--- src/rtl/core/assert_macros.svh ---
// assertion macros shared by the tokenizer rtl
// no dependencies; included by files that carry concurrent assertions
`ifndef ASSERT_MACROS_SVH
`define ASSERT_MACROS_SVH

// antecedent implies consequent in the same cycle
`define ASSERT_IMPL(lbl, clk, rstn, ante, cons) \
    lbl: assert property (@(posedge clk) disable iff (!(rstn)) (ante) |-> (cons)) \
        else $error("assertion failed");

// antecedent implies consequent in the next cycle
`define ASSERT_NEXT(lbl, clk, rstn, ante, cons) \
    lbl: assert property (@(posedge clk) disable iff (!(rstn)) (ante) |=> (cons)) \
        else $error("assertion failed");

// property holds in every cycle out of reset
`define ASSERT_ALWAYS(lbl, clk, rstn, prop) \
    lbl: assert property (@(posedge clk) disable iff (!(rstn)) (prop)) \
        else $error("assertion failed");

`endif

--- src/rtl/core/etok_pkg.sv ---
// types, codes and character classes for the expression tokenizer
// no dependencies; used by etok_decode and expression_tokenizer_core
package etok_pkg;

    localparam int MAX_RES = 5;
    localparam int IDX_W   = $clog2(MAX_RES);
    localparam int CNT_W   = $clog2(MAX_RES + 1);

    typedef enum logic [1:0] {
        KIND_CHAR      = 2'd0,
        KIND_END_TOKEN = 2'd1,
        KIND_END_EXPR  = 2'd2
    } kind_t;

    typedef enum logic [8:0] {
        MS_IDLE = 9'b000000001,
        MS_S    = 9'b000000010,
        MS_SI   = 9'b000000100,
        MS_C    = 9'b000001000,
        MS_CO   = 9'b000010000,
        MS_T    = 9'b000100000,
        MS_TA   = 9'b001000000,
        MS_L    = 9'b010000000,
        MS_LN   = 9'b100000000
    } match_t;

    typedef struct packed {
        match_t ms;
        logic   num_open;
    } etok_state_t;

    typedef struct packed {
        kind_t      kind;
        logic [7:0] chr;
    } etok_res_t;

    typedef struct packed {
        etok_res_t [MAX_RES-1:0] ent;
        logic [CNT_W-1:0]        cnt;
    } etok_bundle_t;

    function automatic etok_bundle_t etok_push(input etok_bundle_t b, input kind_t k,
                                               input logic [7:0] c);
        etok_bundle_t r;
        r = b;
        r.ent[b.cnt[IDX_W-1:0]].kind = k;
        r.ent[b.cnt[IDX_W-1:0]].chr  = (k == KIND_CHAR) ? c : 8'd0;
        r.cnt = b.cnt + CNT_W'(1);
        return r;
    endfunction

    function automatic logic is_space(input logic [7:0] c);
        return (c == 8'd32) || (c >= 8'd9 && c <= 8'd13);
    endfunction

    function automatic logic is_alpha(input logic [7:0] c);
        return (c >= "A" && c <= "Z") || (c >= "a" && c <= "z");
    endfunction

    function automatic logic is_num(input logic [7:0] c);
        return (c >= "0" && c <= "9") || (c == ".");
    endfunction

    function automatic logic is_op(input logic [7:0] c);
        return (c == "+") || (c == "-") || (c == "*") || (c == "/") ||
               (c == "^") || (c == "%") || (c == "(") || (c == ")");
    endfunction

endpackage

--- src/rtl/core/etok_decode.sv ---
// combinational decode of one transaction into its result bundle and next state
// depends on etok_pkg
module etok_decode import etok_pkg::*; (
    input  logic         req_type,
    input  logic [7:0]   ch,
    input  etok_state_t  state,
    output etok_bundle_t bundle,
    output etok_state_t  state_next
);

    etok_bundle_t b;
    etok_state_t  sn;
    logic         fresh;
    logic         name;
    logic [7:0]   n0;
    logic [7:0]   n1;

    always_comb begin
        b     = '0;
        sn    = state;
        fresh = 1'b0;
        name  = 1'b0;
        n0    = 8'd0;
        n1    = 8'd0;
        if (req_type) begin
            if (state.ms == MS_LN) begin
                b = etok_push(b, KIND_END_TOKEN, 8'd0);
            end
            sn.ms = MS_IDLE;
            if (state.num_open) begin
                b = etok_push(b, KIND_END_TOKEN, 8'd0);
            end
            sn.num_open = 1'b0;
            b = etok_push(b, KIND_END_EXPR, 8'd0);
        end else begin
            unique case (state.ms)
                MS_S: begin
                    if (ch == "i") sn.ms = MS_SI;
                    else fresh = 1'b1;
                end
                MS_SI: begin
                    if (ch == "n") begin
                        name = 1'b1; n0 = "s"; n1 = "i";
                    end else fresh = 1'b1;
                end
                MS_C: begin
                    if (ch == "o") sn.ms = MS_CO;
                    else fresh = 1'b1;
                end
                MS_CO: begin
                    if (ch == "s") begin
                        name = 1'b1; n0 = "c"; n1 = "o";
                    end else fresh = 1'b1;
                end
                MS_T: begin
                    if (ch == "a") sn.ms = MS_TA;
                    else fresh = 1'b1;
                end
                MS_TA: begin
                    if (ch == "n") begin
                        name = 1'b1; n0 = "t"; n1 = "a";
                    end else fresh = 1'b1;
                end
                MS_L: begin
                    if (ch == "n") begin
                        if (state.num_open) begin
                            b = etok_push(b, KIND_END_TOKEN, 8'd0);
                        end
                        sn.num_open = 1'b0;
                        b = etok_push(b, KIND_CHAR, "l");
                        b = etok_push(b, KIND_CHAR, "n");
                        sn.ms = MS_LN;
                    end else fresh = 1'b1;
                end
                MS_LN: begin
                    if (is_alpha(ch)) begin
                        b = etok_push(b, KIND_CHAR, ch);
                        b = etok_push(b, KIND_END_TOKEN, 8'd0);
                        sn.ms = MS_IDLE;
                    end else begin
                        b = etok_push(b, KIND_END_TOKEN, 8'd0);
                        fresh = 1'b1;
                    end
                end
                default: fresh = 1'b1;
            endcase

            if (name) begin
                if (state.num_open) begin
                    b = etok_push(b, KIND_END_TOKEN, 8'd0);
                end
                sn.num_open = 1'b0;
                b = etok_push(b, KIND_CHAR, n0);
                b = etok_push(b, KIND_CHAR, n1);
                b = etok_push(b, KIND_CHAR, ch);
                b = etok_push(b, KIND_END_TOKEN, 8'd0);
                sn.ms = MS_IDLE;
            end

            if (fresh) begin
                sn.ms = MS_IDLE;
                priority if (is_space(ch)) begin
                    sn.ms = MS_IDLE;
                end else if (is_num(ch)) begin
                    b = etok_push(b, KIND_CHAR, ch);
                    sn.num_open = 1'b1;
                end else if (is_op(ch)) begin
                    if (sn.num_open) begin
                        b = etok_push(b, KIND_END_TOKEN, 8'd0);
                    end
                    sn.num_open = 1'b0;
                    b = etok_push(b, KIND_CHAR, ch);
                    b = etok_push(b, KIND_END_TOKEN, 8'd0);
                end else if (ch == "s") begin
                    sn.ms = MS_S;
                end else if (ch == "c") begin
                    sn.ms = MS_C;
                end else if (ch == "t") begin
                    sn.ms = MS_T;
                end else if (ch == "l") begin
                    sn.ms = MS_L;
                end else begin
                    sn.ms = MS_IDLE;
                end
            end
        end
    end

    assign bundle     = b;
    assign state_next = sn;

endmodule

--- src/rtl/core/expression_tokenizer_core.sv ---
// top level of the streaming calculator tokenizer
// depends on etok_pkg, etok_decode and assert_macros.svh
//
//  channel | ports                                   | direction
//  s_      | s_valid s_ready s_req_type s_ch         | in, one character or end mark
//  m_      | m_valid m_ready m_out_kind m_out_char   | out, token chars and marks
//          | m_run_last                              |
//
// a transaction enters an input register, is decoded combinationally and its 0..5
// results land in an output bundle register that drains one result per cycle while
// m_ready is high. the first result is valid once the input register has passed its
// transaction to the free output register. a transaction holds the output register
// until all its results are taken; one with no results leaves the output free.
// aresetn clears the match state, the open-number flag and all valid flags.
// s_ready falls while a held transaction waits for the output register to free up.
`include "assert_macros.svh"

module expression_tokenizer_core import etok_pkg::*; (
    input  logic       aclk,
    input  logic       aresetn,
    input  logic       s_valid,
    output logic       s_ready,
    input  logic       s_req_type,
    input  logic [7:0] s_ch,
    output logic       m_valid,
    input  logic       m_ready,
    output logic [1:0] m_out_kind,
    output logic [7:0] m_out_char,
    output logic       m_run_last
);

    logic         in_valid_reg;
    logic         in_req_reg;
    logic [7:0]   in_ch_reg;
    etok_state_t  state_reg;
    etok_state_t  state_next;
    etok_bundle_t out_bundle_reg;
    etok_bundle_t dec_bundle;
    logic [IDX_W-1:0] out_idx_reg;
    logic         out_valid_reg;
    logic         out_last;
    logic         out_done;
    logic         out_free;
    logic         advance;
    etok_res_t    cur;

    etok_decode u_decode (
        .req_type  (in_req_reg),
        .ch        (in_ch_reg),
        .state     (state_reg),
        .bundle    (dec_bundle),
        .state_next(state_next)
    );

    assign cur      = out_bundle_reg.ent[out_idx_reg];
    assign out_last = (CNT_W'(out_idx_reg) + CNT_W'(1)) == out_bundle_reg.cnt;
    assign out_done = out_valid_reg && m_ready && out_last;
    assign out_free = !out_valid_reg || out_done;
    assign advance  = in_valid_reg && out_free;
    assign s_ready  = !in_valid_reg || advance;

    assign m_valid    = out_valid_reg;
    assign m_out_kind = cur.kind;
    assign m_out_char = cur.chr;
    assign m_run_last = out_last;

    always_ff @(posedge aclk) begin
        if (!aresetn) begin
            in_valid_reg   <= 1'b0;
            out_valid_reg  <= 1'b0;
            out_idx_reg    <= '0;
            state_reg.ms       <= MS_IDLE;
            state_reg.num_open <= 1'b0;
        end else begin
            if (s_valid && s_ready) begin
                in_valid_reg <= 1'b1;
            end else if (advance) begin
                in_valid_reg <= 1'b0;
            end
            if (advance) begin
                state_reg     <= state_next;
                out_valid_reg <= (dec_bundle.cnt != '0);
                out_idx_reg   <= '0;
            end else if (out_done) begin
                out_valid_reg <= 1'b0;
            end else if (out_valid_reg && m_ready) begin
                out_idx_reg <= out_idx_reg + IDX_W'(1);
            end
        end
    end

    always_ff @(posedge aclk) begin
        if (s_valid && s_ready) begin
            in_req_reg <= s_req_type;
            in_ch_reg  <= s_ch;
        end
        if (advance) begin
            out_bundle_reg <= dec_bundle;
        end
    end

    `ASSERT_ALWAYS(a_idx_in_range, aclk, aresetn,
        !out_valid_reg || (CNT_W'(out_idx_reg) < out_bundle_reg.cnt))
    `ASSERT_ALWAYS(a_ln_closes_number, aclk, aresetn,
        !(state_reg.num_open && state_reg.ms == MS_LN))
    `ASSERT_NEXT(a_idx_steps, aclk, aresetn, m_valid && m_ready && !m_run_last,
        m_valid && (out_idx_reg == $past(out_idx_reg) + IDX_W'(1)))
    `ASSERT_IMPL(a_end_expr_last, aclk, aresetn,
        m_valid && (m_out_kind == KIND_END_EXPR), m_run_last)

endmodule

--- config.mk ---
export PLATFORM = sky130hd
export DESIGN_NAME = expression_tokenizer_core
export DESIGN_NICKNAME = d
export VERILOG_FILES = /design/src/rtl/core/etok_pkg.sv /design/src/rtl/core/etok_decode.sv /design/src/rtl/core/expression_tokenizer_core.sv
export VERILOG_INCLUDE_DIRS = /design/src /design/src/rtl/core
export SDC_FILE = /design/constraint.sdc
export NUM_CORES = 1
export LEC_CHECK = 0
export BUFFER_PORTS_ARGS = -buffer_cell sky130_fd_sc_hd__buf_4
export CAP_MARGIN = 20
export CORE_ASPECT_RATIO = 0.8
export CORE_UTILIZATION = 30
export CTS_BUF_LIST = sky130_fd_sc_hd__clkbuf_2
export DETAILED_ROUTE_END_ITERATION = 8
export PLACE_DENSITY_LB_ADDON = 0.3
export SLEW_MARGIN = 20
export SYNTH_ARGS = -nofsm -noshare
export SYNTH_HDL_FRONTEND = slang
export SYNTH_SLANG_ARGS = --single-unit
--- constraint.sdc ---
create_clock -name aclk -period 8.1 [get_ports aclk]
set_input_delay 0.81 -clock aclk [delete_from_list [all_inputs] [get_ports aclk]]
set_output_delay 0.81 -clock aclk [all_outputs]
set_load 0.03 [all_outputs]
=== Yosys cells after proc, flatten, opt, wreduce, memory -nomap -nowiden ===
Index checks and enable logic that the tools add are counted.

* Flip-flop bits (word level): 77
* Bits of input ports: 13
* Output and inout port bits: 13
* Logic and storage cells: 292

* Add/sub/neg operators: 13
* $lt $le $gt $ge: 33
* Eq/ne operators: 32
* Muxes and demuxes: 151
* Bitwise operators: 2
* Reductions and logical operators: 43

{| class="wikitable"
|+ Operators by type and width
! kind !! number
|-
| $bwmux W50 || 26
|-
| $mux W53 || 24
|-
| $demux W10 S3 || 24
|-
| $mux W10 || 18
|-
| $mux W8 || 16
|-
| $pmux W53 S2 || 1
|-
| $mux W9 || 9
|-
| $eq A8 B6 Y1 const B || 9
|-
| $eq A8 B7 Y1 const B || 9
|-
| $lt A3 B4 Y1 const B || 13
|-
| $pmux W8 S3 || 2
|-
| $pmux W9 S5 || 1
|-
| $mux W7 || 6
|-
| $add A3 B1 Y3 const B || 13
|-
| $ge A3 B1 Y1 const B || 12
|-
| $bmux W10 S3 || 1
|-
| $mux W12 || 2
|-
| $mux W22 || 1
|-
| $logic_and A1 B1 Y1 || 20
|-
| $ne A5 B2 Y1 const B || 4
|-
| $mux W1 || 18
|-
| $ge A8 B7 Y1 const B || 2
|-
| $le A8 B7 Y1 const B || 2
|-
| $logic_or A1 B1 Y1 || 12
|-
| 25 further kinds || 29
|}

=== Logic depth before layout (Yosys ltp) ===
Gate-level depths: netlist of run 1.

* Word-level depth: 65
* Mapped depth: 24
* Gate-level depth less buffers: 22

=== Hierarchy ===
From an unflattened synthesis of run 1, not the netlist that was laid out.

* Cell total of the unflattened synthesis: 650
* Area total of the unflattened synthesis: 5825.6 µm²

{| class="wikitable"
|+ Modules (own cells, without submodules)
! module !! instances !! cells an instance !! area each (µm²) !! seq. area each (µm²)
|-
| expression_tokenizer_core || 1 || 187 || 2945.3 || 2162.1
|-
| etok_decode || 1 || 463 || 2880.3 || 0.0
|}

=== Least setup slack after synthesis of run 1 ===
OpenSTA, ideal clock, no wires.

* Kind: register to register
* From: register in_ch_reg[0]
* To: register out_valid_reg (netlist: m_valid)
* Setup time: 0.120 ns
* Arrival time: 5.238 ns
* Required time: 7.980 ns
* Setup slack: 2.743 ns
* Stages on the path, launching flop included: 24
* Buffers on the path: 1
* Clock period less this slack: 5.357 ns
* Cell sequence: edfxtp_1 or2_1 or4_1 a21oi_2 buf_2 a21oi_1 ha_1 nand2_1 o21a_1 inv_1 ha_1 xnor2_1 xnor2_1 o211ai_1 ha_1 nand2_1 o21ai_0 a211oi_2 nor2_2 ha_1 xnor2_2 xor2_1 a311o_1 o31a_1

{| class="wikitable"
|+ RTL lines
! element !! RTL line !! text
|-
| start, declared || expression_tokenizer_core.sv:34 || <nowiki>logic [7:0] in_ch_reg;</nowiki>
|-
| start signal, assigned || expression_tokenizer_core.sv:95 || <nowiki>in_ch_reg <= s_ch;</nowiki>
|-
| end signal, assigned || expression_tokenizer_core.sv:82 || <nowiki>out_valid_reg <= (dec_bundle.cnt != '0);</nowiki>
|-
| end, declared || expression_tokenizer_core.sv:40 || <nowiki>logic out_valid_reg;</nowiki>
|}

==> flow_metrics.tcl, run 1 <==
set metrics [dict create \
    start_util 0.308 \
    final_cell_mix "73 x nand2_1, 61 x edfxtp_1, 55 x nor2_1" \
    hold_class "input pin to flop" \
    hold_violations 0 \
    synth_cells 632 \
    vias_per_cell 5.72 \
    min_path_cells 1 \
    gp_congestion 0.913 \
    wire_per_inst_um 20.2 \
    reg2reg_from "in_ch_reg[0]" \
    register_area_um2 2130 \
    crit_type "flop to flop" \
    final_common_cell "nand2_1" \
    clkSinkCount 76 \
    wl_met3_um 1590 \
    clk_path_buf_depth 2 \
    numCtsBuffers 9 \
    fin_crit_sh 0.794 \
    drive_above_1_share 0.108 \
    whs_endpoint "in_ch_reg[7]" \
    syn2layout_area_growth_pct 9.03 \
    synth_top_flop_cell "edfxtp_1" \
    clkLatencyLatePin_ns 0.60 \
    power_switching_share 0.285 \
    drt-met1-wl_um 8540 \
    worst_setup_path_end_kind "flop" \
    fin_nets 664 \
    pwr-share-comb 0.101 \
    clk_pin_slew_ns 0.21 \
    whs_ns 0.379 \
    tightest_slew_ns 0.897 \
    ctsResizeCount 0 \
    fmax_ghz 0.155 \
    ys_warn_count 0 \
    die_x_um 155 \
    die_area_um2 19300 \
    dieHeight_um 124 \
    syn_area_um2 5610 \
    path_max_fanout 23 \
    dp_hpwl_um 13400 \
    status "complete, no violations" \
    cp_cell_sequence "or2_1 > or4_1 > a21oi_2 > buf_4 > o21a_1 > inv_1 > ha_1 > xnor2_1 > xnor2_1 > o211ai_1 > ha_1 > nand2_1 > o21ai_0 > a211oi_2 > nor2_2 > ha_1 > xnor2_2 > xor2_1 > a311o_1 > o31a_1" \
    core-area_um2 18200 \
    root_buffer "clkbuf_2" \
    period_minus_slack_ns 6.43 \
    cp_slowest_cell "edfxtp_1" \
    cts_tree "yes" \
    highest_layer "met4" \
    finalMaxSlewViolations 0 \
    postRouteAntennaNets 0 \
    synth.avg_cell_area_um2 8.88 \
    cts_setup_buffers 0 \
    ys_ff_latch 76 \
    ir_worst_vdd_mv 0.0628 \
    rsz0062_at_grt "false" \
    route.met2.wl_um 7570 \
    fin_tns_setup_ns 0 \
    reg2regPathDepth 20 \
    ctsHoldBuffers 0 \
    ios 26 \
    crit_path_start_kind "flop" \
    relSlewSlack 0.402 \
    cap_violations 0 \
    synthArstFlopShare 0 \
    grt_pass1_vias 4791 \
    drt_iter0_markers 778 \
    yosysUniqueCellTypes 81 \
    grt_pass1_wl_um 28300 \
    grt_max_degree 54 \
    power_per_cell_area_nw_per_um2 123 \
    num_rows 44 \
    synth_edf_count 61 \
    finClkSkew_ns 0.0224 \
    min_from "s_ch[7]" \
    slowest_delay_ns 0.70 \
    worstPathArrival_ns 6.94 \
    setup-violations-final 0 \
    vias 5115 \
    grt_overflow 0 \
    drt-pass1-iter-count 6 \
    rr_endpoint "m_valid" \
    ctsHtreeMaxLevel 3 \
    power_frac_clock 0.298 \
    p_sw_uw 214 \
    seq_area_frac_synth 0.380 \
    ff2ff_setup_slack_ns 1.67 \
    largest_register_ffs 52 \
    portBuffers 25 \
    nFillCells 1910 \
    p_int_uw 537 \
    multi_input_area_um2 3260 \
    gr-usage-all-layers 0.192 \
    antenna_found_initial 1 \
    drc_errors 0 \
    crit_top_cell "ha_1" \
    critPathRequiredTime_ns 8.61 \
    p_leak_uw 0.00205 \
    power_frac_seq 0.601 \
    totalWireLength_um 18000 \
]
stage by stage:
step                setup slack (ns)  total power, µW  instances  cell area (µm²)   util
finish                          1.67              751        895             6120  0.336
global route                    1.29              784        894             6110  0.336
CTS                             1.78              757        893             6110  0.335
detailed placement              1.80              535        877             5990  0.329
global placement                2.00              535        877             5990  0.329
floorplan                       2.74              507        636             5630      -
cell usage after synthesis (all sizes together) (13+ instances only):
cell type  instances  share of area
nor2              56          0.038
a21oi             55          0.050
mux2i             22          0.041
clkbuf            27          0.018
dfxtp             15          0.054
inv               17          0.011
nand2             73          0.049
nor2b             15          0.017
nand3             13          0.012
nor3              15          0.013
edfxtp            61           0.33
o21ai             30          0.027
buf               15          0.014
o22ai             15          0.019
ha                16          0.036
worst max-delay path by stage:
stage	from	end	cells after the start
global placement	in_ch_reg[0]	m_valid	20
CTS	in_ch_reg[0]	m_valid	20
finish	in_ch_reg[0]	m_valid	20
floorplan	in_ch_reg[0]	m_valid	23
global route	in_ch_reg[3]	m_valid	19
detailed placement	in_ch_reg[0]	m_valid	20
per-layer routing:
metal  vias to the layer above  track usage
met5                         -            0
met4                         0       0.0518
met3                        29       0.0511
met2                       256        0.272
met1                      2453        0.284
li1                       2377            -
cell type report:
class | count | area share
multi-input cells | 501 | 0.532
flip-flops and latches | 76 | 0.349
well taps | 253 | 0.0517
repair buffers | 30 | 0.0368
clock inverters | 7 | 0.0119
inverters | 17 | 0.0106
clock buffers | 9 | 0.00736
diodes | 2 | 0.000818
worst max-delay path, delay by kind of cell (launching register included):
kind | cells | cell delay [ns]
AND/OR/NAND/NOR | 4 | 1.14
XOR/XNOR | 4 | 0.73
AO/OA/AOI/OAI | 7 | 1.94
adder cells (fa/ha/maj) | 3 | 1.13
flip-flops | 1 | 0.70
buffers and inverters | 2 | 0.71
cells by family (layout without fill, tap and decap cells):
group	Yosys count	in the layout	synth area share
mux	23	23	0.0455
xor+xnor	20	20	0.0375
simple gates	251	251	0.237
fa+ha+maj	16	16	0.0357
compound gates	186	186	0.221
other cells	1	7	0.000668
buf+inv	59	63	0.0435
flops	76	76	0.380
power groups by stage:
stage	logic, µW	clock network (µW)	registers (µW)
2_1_floorplan	55.9	0	451
3_3_place_gp	75.5	0	459
3_5_place_dp	75.3	0	460
4_1_cts	75.5	230	452
5_1_grt	82.4	247	454
6_report	75.8	224	452
Note: power is estimated with default switching activity, not from simulation.
==> run 2, diff against run 1 <==
==> constraint.sdc (replaced) <==
create_clock -name aclk -period 5.24 [get_ports aclk]
set_input_delay 0.524 -clock aclk [delete_from_list [all_inputs] [get_ports aclk]]
set_output_delay 0.524 -clock aclk [all_outputs]
set_load 0.03 [all_outputs]
==> run 2 against run 1 <==
  * Worst hold slack got worse by 0.34 ns
  * Power increased by 60%
  * Largest power group unchanged
  * Clock power grew 67%
  * Via count is 3.0% higher
  * Count of clock-buffer cells in the layout is the same
  * Sequential share of layout area decreased by 2.0 points
  * First-iteration DRC count decreased by 22%
  * Register-to-register slack worse by 1.5 ns
  * Cell area increased by 5.9%
==> flow_metrics.tcl, run 2 (synthesized netlist as in run 1, its figures left out) <==
set metrics [dict create \
    status "complete, no violations" \
    grt_use_met1 0.297 \
    ios 26 \
    grt_max_degree 54 \
    dp_hpwl_um 14000 \
    gr-usage-all-layers 0.197 \
    critPathRequiredTime_ns 5.79 \
    slowest_delay_ns 0.48 \
    cp_slowest_cell "or4_4" \
    fin_crit_sh 0.977 \
    largest_register_ffs 52 \
    power_per_cell_area_nw_per_um2 185 \
    post-route-util 0.356 \
    post-place-cells 912 \
    crit_path_start_kind "flop" \
    root_buffer "clkbuf_2" \
    ir_worst_vdd_mv 0.0919 \
    tightest_slew_ns 0.970 \
    grtUsageMet3 0.0348 \
    crit_type "flop to flop" \
    p_int_uw 846 \
    grt_pass1_wl_um 29100 \
    instances_no_fill 936 \
    clk_path_buf_depth 2 \
    drt_iter0_markers 606 \
    core-area_um2 18200 \
    busiest_layer "met1" \
    cp_cell_sequence "or2_4 > or4_4 > o211ai_1 > nand2_1 > ha_4 > nand2_1 > o21a_1 > inv_1 > ha_4 > xnor2_2 > xnor2_1 > o211ai_1 > ha_1 > nand2_1 > o21ai_0 > a211oi_2 > nor2_4 > ha_1 > xnor2_2 > xor2_1 > a311o_1 > o31a_1" \
    clkLatencyLatePin_ns 0.63 \
    final_cell_mix "73 x nand2_1, 70 x buf_4, 61 x edfxtp_1" \
    clkSinkCount 76 \
    start_util 0.308 \
    p_sw_uw 356 \
    drt-pass1-iter-count 7 \
    vias_per_cell 5.63 \
    die_area_um2 19300 \
    ctsHtreeMaxLevel 3 \
    power_frac_clock 0.311 \
    worst_setup_path_end_kind "flop" \
    wire_per_inst_um 19.8 \
    p_leak_uw 0.00227 \
    grt_overflow 0 \
    postRouteAntennaNets 0 \
    drc_errors 0 \
    pwr-share-comb 0.117 \
    period_minus_slack_ns 5.12 \
    finalMaxSlewViolations 0 \
    gr-usage-met2 0.290 \
    grt_pass1_vias 4968 \
    power_switching_share 0.296 \
    hold_violations 0 \
    final_common_cell "nand2_1" \
    num_rows 44 \
    dieHeight_um 124 \
    numCtsBuffers 9 \
    power_frac_seq 0.571 \
    crit_top_cell "nand2_1" \
    fmax_ghz 0.195 \
    clk_pin_slew_ns 0.26 \
    path_max_fanout 8 \
    portBuffers 25 \
    antenna_found_initial 2 \
    totalWireLength_um 18500 \
    fin_nets 704 \
    setup-violations-final 0 \
    gp_congestion 0.932 \
    vias 5271 \
    fin_tns_setup_ns 0 \
    cts_tree "yes" \
    relSlewSlack 0.354 \
    worstPathArrival_ns 5.67 \
    die_x_um 155 \
    finClkSkew_ns 0.0324 \
    hold_class "input pin to flop" \
    drive_above_1_share 0.169 \
    syn2layout_area_growth_pct 15.5 \
    ctsHoldBuffers 0 \
    cap_violations 0 \
]
[run 2: layout make-up]
class	instances	area (µm²)
sequential	76	2130
inverter	17	65.1
fill	1899	11700
clock buffer	9	45.0
timing repair buffer	70	526
clock inverter	7	82.6
multi-input combinational	501	3310
tap	253	317
antenna	3	7.51
[run 2: power by group through the flow]
| stage | Sequential [µW] | Clock, µW | Combinational (µW) |
|---|---|---|---|
| floorplan | 698 | 0 | 87.1 |
| global placement | 699 | 0 | 137 |
| detailed placement | 700 | 0 | 139 |
| CTS | 687 | 380 | 140 |
| global route | 690 | 409 | 152 |
| finish | 686 | 374 | 141 |
[run 2: timing repair]
item,in CTS,in global routing
endpoints found under the hold margin,0,0
setup buffers,0,5
endpoints found under the setup margin,0,5
gates resized for setup,0,3
[run 2: through the flow]
stage	cell area, µm²	total power, µW	hold WS, ns	worst slack, ns
after floorplan	5670	785	0.541	0.0211
after global placement	6280	836	0.518	0.197
after detailed placement	6280	839	0.524	0.0658
after CTS	6410	1210	0.0405	0.0219
after global routing	6480	1250	-0.0119	-0.0410
final	6480	1200	0.0398	0.119
[run 2: worst paths after layout]
check	from	end	slack, ns	cells past startpoint
worst max-delay path	in_ch_reg[1]	m_valid	0.12	22
worst min-delay path	s_ch[2]	in_ch_reg[2]	0.04	1
worst max register to register	in_ch_reg[1]	m_valid	0.12	22
worst min register to register	in_valid_reg	in_valid_reg	0.54	2
[run 2: metal layers]
layer / wire (µm) / vias up
li1: - / 2456
met1: 8920 / 2562
met2: 7970 / 234
met3: 1420 / 19
met4: 206 / 0
met5: 0 / -
[run 2: worst max-delay path: cells and delay by family, from the launching register on]
kind	cells	cell delay (ns)
xor+xnor	4	0.65
flops	1	0.46
buf+inv	1	0.11
compound gates	7	1.62
simple gates	6	1.15
fa+ha+maj	4	1.06
